File: config.mk
export PLATFORM = sky130hd
export DESIGN_NAME = dbs_cell
export DESIGN_NICKNAME = d
export VERILOG_FILES = /design/src/sv/dbs_pkg.sv /design/src/sv/dbs_cell.sv
export SDC_FILE = /design/constraint.sdc
export NUM_CORES = 1
export LEC_CHECK = 0
export BUFFER_PORTS_ARGS = -buffer_cell sky130_fd_sc_hd__buf_2
export CAP_MARGIN = 20
export CORE_AREA = 2 2 78 80
export DETAILED_ROUTE_END_ITERATION = 8
export DIE_AREA = 0 0 80 82
export MAX_ROUTING_LAYER = met4
export PLACE_DENSITY = 0.79
export SLEW_MARGIN = 20
export SYNTH_ARGS = -nofsm -noshare
export SYNTH_HDL_FRONTEND = slang
export SYNTH_SLANG_ARGS = --single-unit
File: constraint.sdc
create_clock -name i_clk -period 5.7 [get_ports i_clk]
set_input_delay 1.14 -clock i_clk [delete_from_list [all_inputs] [get_ports i_clk]]
set_output_delay 1.14 -clock i_clk [all_outputs]
set_load 0.1 [all_outputs]
File: src/sv/dbs_pkg.sv
// ----------------------------------------------------------------------------
// dbs_pkg
// shared constants and types for the descending batch sorter
// ----------------------------------------------------------------------------
package dbs_pkg;

    // capacity of the sorting chain and word width
    localparam int DEPTH   = 64;
    localparam int DATA_W  = 32;
    localparam int CNT_W   = $clog2(DEPTH + 1);

    // controller states
    typedef enum logic {
        ST_LOAD,
        ST_EMIT
    } t_state;

    // per-cycle command broadcast to every cell
    typedef struct packed {
        logic insert;
        logic shift;
    } t_cell_ctl;

endpackage

File: src/sv/dbs_cell.sv
// ----------------------------------------------------------------------------
// dbs_cell
// one slot of the insertion chain: holds a word and its occupancy bit
// ----------------------------------------------------------------------------
module dbs_cell (
    input  logic                              i_clk,
    input  logic                              i_rst_n,
    input  dbs_pkg::t_cell_ctl                i_ctl,
    input  logic signed [dbs_pkg::DATA_W-1:0] i_new_value,
    input  logic signed [dbs_pkg::DATA_W-1:0] i_prev_value,
    input  logic                              i_prev_valid,
    input  logic                              i_prev_take,
    input  logic signed [dbs_pkg::DATA_W-1:0] i_next_value,
    input  logic                              i_next_valid,
    output logic signed [dbs_pkg::DATA_W-1:0] o_value,
    output logic                              o_valid,
    output logic                              o_take
);

    logic signed [dbs_pkg::DATA_W-1:0] r_value;
    logic                              r_valid;
    logic signed [dbs_pkg::DATA_W-1:0] n_value;
    logic                              n_valid;

    // new word belongs at or above this slot when the slot is empty or the word beats the held word
    assign o_take = !r_valid || (i_new_value > r_value);

    // next contents: insert shifts the tail down, emit shifts towards slot 0
    always_comb begin
        n_value = r_value;
        n_valid = r_valid;
        if (i_ctl.shift) begin
            n_value = i_next_value;
            n_valid = i_next_valid;
        end else if (i_ctl.insert && o_take) begin
            n_value = i_prev_take ? i_prev_value : i_new_value;
            n_valid = r_valid | i_prev_valid;
        end
    end

    // occupancy bit
    always_ff @(posedge i_clk) begin
        if (!i_rst_n) begin
            r_valid <= 1'b0;
        end else begin
            r_valid <= n_valid;
        end
    end

    // held word
    always_ff @(posedge i_clk) begin
        r_value <= n_value;
    end

    assign o_value = r_value;
    assign o_valid = r_valid;

endmodule

# After elaboration in Yosys (flattened, before gate mapping)
# Cells that the tools add are included.
[word_totals]
wordCells = 13
reg_bits = 33
out_inout_bits = 34
input_bits = 103
[op_classes]
n_bitwise = 1
muxes = 5
reduce_logical = 4
n_lt_le_gt_ge = 1
[op_table]
columns = ["operator", "count"]
rows = [
  ["32-bit two-way mux", 3],
  ["32-bit greater-than comparator", 1],
  ["1-bit two-way mux", 2],
  ["2-bit nonzero test", 1],
  ["1-bit logical AND", 1],
  ["1-bit zero test", 1],
  ["1-bit logical OR", 1],
  ["1-bit OR", 1],
]

# Depth between registers and ports, before layout
# Gate-level depths: netlist (run 1).
[logic_depth]
ltp_word = 5
mapped_depth = 8
ltp_nobuf = 8

# Worst setup path after synthesis (run 1)
# No wires, ideal clock.
[synth_path]
kind = "input to output"
start = "input port i_new_value[14] (netlist bit)"
end = "output port o_take"
stages = 6
arrival_time_ps = 4299
t_required_ps = 4560
n_path_buf = 0
setup_slack_ps = 261
cell_sequence = "ha_1 > nand4_1 > nor4_1 > a211o_1 > a211oi_2 > o21ai_0"
[synth_via]
elab_chain_len = 2
[synth_rtl]
columns = ["element", "line", "source"]
rows = [
  ["start, declared", "dbs_cell.sv:9", "input logic signed [dbs_pkg::DATA_W-1:0] i_new_value,"],
  ["32-bit greater-than comparator", "dbs_cell.sv:26", "assign o_take = !r_valid || (i_new_value > r_value);"],
  ["1-bit logical OR", "dbs_cell.sv:26", ""],
  ["end, declared", "dbs_cell.sv:17", "output logic o_take"],
]
# Every way passes these cells.

# Worst setup path after layout (run 1)
# Same ends and word-level chain as after synthesis.

==> results.py, run 1 <==
metrics = {
    "status": {
        "status": "completed",
    },
    "worst_setup_path": {
        "path_depth": 8,
        "critical_path.max_stage_delay_ps": 490,
        "required_ps": 4560,
        "crit_path_top_delay_cell": "nor4_1",
        "reg2reg_from": "o_value[14]$_DFFE_PP_",
        "cp_top_family": "simple AND/OR/NAND/NOR gates",
        "path_class": "input pin to primary output",
        "cp-end-kind": "primary output",
        "crit_path_start_kind": "input pin",
        "critPathLaunch": "i_new_value[14]",
        "r2r_cells": 8,
        "path_cells": "buf_2 > ha_1 > nand4_1 > nor4_1 > a211o_1 > a211oi_2 > o21ai_0 > buf_2",
        "crit_top_cell": "buf_2",
        "critPathBufInv": 2,
        "path_max_fanout": 3,
        "worstPathArrival_ps": 3210,
    },
    "drt": {
        "wl_um": 6308,
        "wl_met1_um": 2568,
        "vias": 2361,
        "route.detailed.drc": 0,
        "dr.pass1.iters": 4,
        "wl_met2_um": 3294,
        "drtIter0Drc": 42,
        "post_drt_via_cell_ratio": 5.013,
        "highest_layer": "met4",
        "wire_per_inst_um": 13.39,
        "dr_wl_met3_um": 402,
        "ant_nets": 0,
    },
    "clocking": {
        "hold_buffers": 0,
        "cts_tree": "built",
        "cts_max_level": 2,
        "path_clk_slew_ps": 60,
        "cts_buffers": 5,
        "clock-sinks": 33,
        "cts_buffer_depth": 2,
        "insertion_delay_ps": 280,
        "cts_setup_buffers": 0,
        "cts_root_buf": "clkbuf_8",
        "ctsResizeCount": 0,
    },
    "floorplan": {
        "start_util": 0.4305,
        "dieArea_um2": 6560,
        "ioPinCount": 137,
        "core_area_um2": 5746,
        "die_y_um": 82,
        "rows": 28,
        "die_w_um": 80,
    },
    "timing": {
        "worstMarginPinSlew_ps": 984.8,
        "finalSetupViolations": 0,
        "finalCritPeriodShare": 0.7635,
        "finalSetupTns_ps": 0,
        "rsz0062_at_grt": "false",
        "min_period_ps": 4352,
        "finalHoldViolCount": 0,
        "relSlewSlack": 0.3435,
        "finalMaxSlewViolations": 0,
        "fmax_mhz": 229.8,
        "fin_worst_skew_ps": 4.718,
    },
    "final_layout": {
        "finalInstanceArea_um2": 3304,
        "fillers": 533,
        "ff_latch_area_um2": 980.9,
        "fin_nets": 531,
        "drive_above_1_share": 0.3636,
        "multi_input_area_um2": 1334,
        "areaGrowthSynthToFinish_pct": 33.59,
        "diodes": 0,
    },
    "pwr": {
        "p_per_area_nw_per_um2": 272.3,
        "peakVddDrop_uv": 205.7,
        "leakage_uw": 0.001742,
    },
    "logic_synthesis": {
        "synthCells": 263,
        "yosysTopAreaCellShare": 0.3885,
        "yosysSeqAreaShare": 0.3966,
        "syn-num-nets": 398,
        "synth.distinct_cells": 25,
        "synth_top_cell_by_area": "edfxtp_1",
        "yosysWarnings": 0,
        "avgSynthCellArea_um2": 9.405,
        "synthTopCellsByArea": "edfxtp_1 (39%), ha_1 (16%), mux2i_1 (13%)",
        "ys_ff_latch": 33,
        "syn_area_um2": 2474,
    },
    "placement": {
        "port_buffers": 136,
        "placed_area_um2": 3228,
        "hpwl_um": 5128,
        "gp_congestion": 0.7537,
    },
    "grt": {
        "grt_max_degree": 66,
        "grt_use_total": 0.2048,
        "gr-total-overflow": 0,
        "grt_pass1_vias": 2412,
        "antenna_found_initial": 0,
        "grt_pass1_wl_um": 10120,
    },
    "run": {
        "max_cap_viol_count": 0,
    },
    "hold_path": {
        "hold_path_startpoint": "o_valid$_SDFFE_PN0P_",
        "hp-class": "flip-flop to flip-flop",
        "hold_depth": 2,
    },
}
-- layout by cell type, fill, tap and decap left out, types with 2 or more instances in the layout --
cell type / netlist / final
buf_2: 3 / 136
clkbuf_8: 0 / 5
nand2_1: 40 / 40
nand3_1: 3 / 3
o21ai_0: 40 / 40
edfxtp_1: 32 / 32
nor2_1: 3 / 3
nand4_1: 6 / 6
a21oi_1: 14 / 14
a21o_1: 2 / 2
inv_1: 35 / 35
mux2i_1: 32 / 32
ha_1: 32 / 32
nor4_1: 2 / 2
-- Yosys cell counts, drive strengths merged --
master   n
a211o    1
a211oi   2
a21o     2
a21oi   14
a221o    1
a221oi   1
and4     1
buf      3
clkbuf   8
dfxtp    1
edfxtp  32
ha      32
inv     35
mux2i   32
nand2   40
nand2b   1
nand3    3
nand3b   1
nand4    6
nor2     3
nor3     1
nor4     2
o21ai   40
o311ai   1
-- layout make-up --
| class | instances | area share |
|---|---|---|
| flip-flops and latches | 33 | 0.2969 |
| inverters | 35 | 0.03976 |
| repair buffers | 137 | 0.2083 |
| multi-input cells | 184 | 0.4036 |
| well taps | 75 | 0.02840 |
| clock inverters | 1 | 0.001136 |
| clock buffers | 6 | 0.02196 |
-- state kept, by name, summed over array words and instances, names as in the netlist --
register	count
o_valid	1
o_value	32
-- tightest hold or removal path, cell delays in order (launching register included) --
cell and delay [ps]:
dfxtp_1 330, a21oi_1 140, a21oi_1 80
-- layer usage --
layer | global-route usage | vias up
li1 | - | 1204
met1 | 0.2164 | 1066
met2 | 0.3942 | 86
met3 | 0.03407 | 5
met4 | 0.05424 | 0
met5 | - | -
-- worst paths after layout --
path | endpoint | slack (ps)
max | o_take | 1350
min | o_valid$_SDFFE_PN0P_ | 590
max reg2reg | o_value[31]$_DFFE_PP_ | 2520
min reg2reg | o_valid$_SDFFE_PN0P_ | 590
-- kinds of logic after synthesis --
family,count (synthesis),synth area share
fa+ha+maj,32,0.1619
simple gates,58,0.1027
mux,32,0.1295
buf+inv,46,0.07132
compound gates,62,0.1381
flops,33,0.3966
-- power breakdown --
group	internal, µW	total (µW)	switching (µW)	leakage [µW]
clock	82.3	162	80.0	0.0000387
combinational	102	421	319	0.00136
sequential	303	317	14.1	0.000343
-- stage by stage --
| step | worst slack [ps] | std cells | hold WS, ps | power (µW) | utilization |
|---|---|---|---|---|---|
| 2_1_floorplan | 260.5 | 263 | 992.7 | 645.2 | - |
| 3_3_place_gp | 1362 | 464 | 537.8 | 735.2 | 0.5618 |
| 3_5_place_dp | 1356 | 464 | 559.0 | 744.7 | 0.5618 |
| 4_1_cts | 1347 | 471 | 571.6 | 910.6 | 0.5751 |
| 5_1_grt | 1214 | 471 | 648.3 | 951.4 | 0.5751 |
| 6_report | 1348 | 471 | 590.5 | 899.9 | 0.5751 |
Note: power is estimated with default switching activity, not from simulation.
==> run 2: changes to the inputs <==
==> constraint.sdc (replaced) <==
create_clock -name i_clk -period 4.5 [get_ports i_clk]
set_input_delay 0.9 -clock i_clk [delete_from_list [all_inputs] [get_ports i_clk]]
set_output_delay 0.9 -clock i_clk [all_outputs]
set_load 0.1 [all_outputs]
==> run 2 against run 1 <==
Compared with the run above:
- utilization grew 0.22 points
- power grew 28%
- sequential share of layout area shrank 0.11 points
- highest routed layer unchanged
- hold slack gained 8.7 ps
- count of clock-buffer cells in the layout grew 1
- register-to-register slack lost 1100 ps
- die area is the same
- routed wire length shrank 0.90%
- non-clock buffer count grew 1
- final area grew 0.38%
- cell count grew 0.42%
==> results.py, run 2 (synthesis results as in run 1) <==
metrics = {
    "final_layout": {
        "final_cell_mix": "buf_2 (136), nand2_1 (40), o21ai_0 (39)",
        "drive_above_1_share": 0.3668,
        "diodes": 0,
        "layout_commonest_cell": "buf_2",
        "largest_reg_flops": 32,
        "areaGrowthSynthToFinish_pct": 34.09,
        "fin_nets": 532,
        "fillers": 525,
        "instances_no_fill": 473,
    },
    "floorplan": {
        "die_y_um": 82,
        "dieArea_um2": 6560,
        "ioPinCount": 137,
        "core_area_um2": 5746,
        "start_util": 0.4305,
        "die_w_um": 80,
        "rows": 28,
    },
    "grt": {
        "grt_max_degree": 66,
        "antenna_found_initial": 0,
        "grt_pass1_wl_um": 9708,
        "gr-total-overflow": 0,
        "grt_pass1_vias": 2208,
        "grt_use_total": 0.1983,
    },
    "timing": {
        "min_period_ps": 3815,
        "relSlewSlack": 0.3485,
        "finalSetupTns_ps": 0,
        "fmax_mhz": 262.2,
        "rsz0062_at_grt": "false",
        "worstMarginPinSlew_ps": 977.2,
        "finalSetupViolations": 0,
        "finalCritPeriodShare": 0.8477,
        "fin_worst_skew_ps": 8.973,
        "finalHoldViolCount": 0,
        "finalMaxSlewViolations": 0,
    },
    "placement": {
        "gp_congestion": 0.7877,
        "hpwl_um": 5039,
        "port_buffers": 136,
        "numPlacedInstances": 465,
    },
    "clocking": {
        "cts_buffer_depth": 2,
        "hold_buffers": 0,
        "ctsResizeCount": 0,
        "clock-sinks": 33,
        "cts_buffers": 5,
        "cts_max_level": 2,
        "insertion_delay_ps": 280,
        "path_clk_slew_ps": 70,
        "cts_setup_buffers": 0,
        "cts_tree": "built",
        "cts_root_buf": "clkbuf_8",
    },
    "drt": {
        "dr.pass1.iters": 4,
        "post_drt_via_cell_ratio": 4.966,
        "route.detailed.drc": 0,
        "ant_nets": 0,
        "wire_per_inst_um": 13.22,
        "wl_um": 6251,
        "drtIter0Drc": 47,
        "vias": 2349,
    },
    "worst_setup_path": {
        "path_cells": "buf_2 > ha_1 > a21oi_1 > o21ai_0 > a221o_1 > a211o_1 > a211oi_2 > o21ai_1 > buf_2",
        "reg2reg_from": "o_value[14]$_DFFE_PP_",
        "rrSetupSlack_ps": 1390,
        "worstPathArrival_ps": 2910,
        "required_ps": 3600,
        "cp-end-kind": "primary output",
        "crit_top_cell": "buf_2",
        "r2r_cells": 8,
        "r2r_end": "o_value[14]$_DFFE_PP_",
        "path_class": "input pin to primary output",
        "critical_path.max_stage_delay_ps": 340,
        "path_max_fanout": 2,
        "crit_path_start_kind": "input pin",
        "crit_path_top_delay_cell": "a221o_1",
    },
    "hold_path": {
        "hold_path_startpoint": "o_valid$_SDFFE_PN0P_",
        "hold_depth": 2,
        "hp-class": "flip-flop to flip-flop",
        "worstHoldEndpoint": "o_valid$_SDFFE_PN0P_",
    },
    "pwr": {
        "peakVddDrop_uv": 181.9,
        "p_per_area_nw_per_um2": 346.1,
        "leakage_uw": 0.001750,
    },
    "run": {
        "max_cap_viol_count": 0,
    },
    "status": {
        "status": "completed",
    },
}
==> run 2: metal layers <==
metal  up-vias  track usage  wire (µm)
li1       1203            -          -
met1      1049       0.2379       2682
met2        90       0.3375       3101
met3         7      0.04176        408
met4         0      0.05932         58
met5         -            -          0
==> run 2: worst max-delay path by stage <==
stage	start	endpoint	cells past startpoint
6_report	i_new_value[5]	o_take	9
5_1_grt	i_new_value[14]	o_take	9
4_1_cts	i_new_value[14]	o_take	9
3_5_place_dp	i_new_value[14]	o_take	9
3_3_place_gp	i_new_value[14]	o_value[14]$_DFFE_PP_	8
2_1_floorplan	o_value[14]$_DFFE_PP_	o_take	7
==> run 2: area by class of cell <==
cell class              instances  area [µm²]  area share
clock buffers                   7       76.32     0.02301
well taps                      75       93.84     0.02829
clock inverters                 1       5.005    0.001509
inverters                      35       131.4     0.03961
flip-flops and latches         33       980.9      0.2957
repair buffers                138       695.7      0.2097
multi-input cells             184        1334      0.4021
==> run 2: where the power goes <==
part           switching [µW]  internal (µW)
Sequential               17.8            384
Clock                     105            108
Combinational             404            129
Total                     527            621
==> run 2: metrics by stage <==
step	hold WS (ps)	util	total power (µW)	cell area (µm²)	setup WS [ps]
global placement	552.4	0.5632	931.3	3236	706.6
finish	599.2	0.5773	1148	3317	685.4
floorplan	994.3	-	817.7	2481	128.0
detailed placement	596.2	0.5632	943.0	3236	681.2
CTS	603.3	0.5773	1159	3317	661.0
global route	616.6	0.5773	1212	3317	522.6
==> run 2: worst max-delay path: cells and delay by family <==
kind / cells / cell delay (ps)
buffers and inverters: 2 / 420
adders and majority gates: 1 / 300
AOI/OAI and AO/OA: 6 / 1290
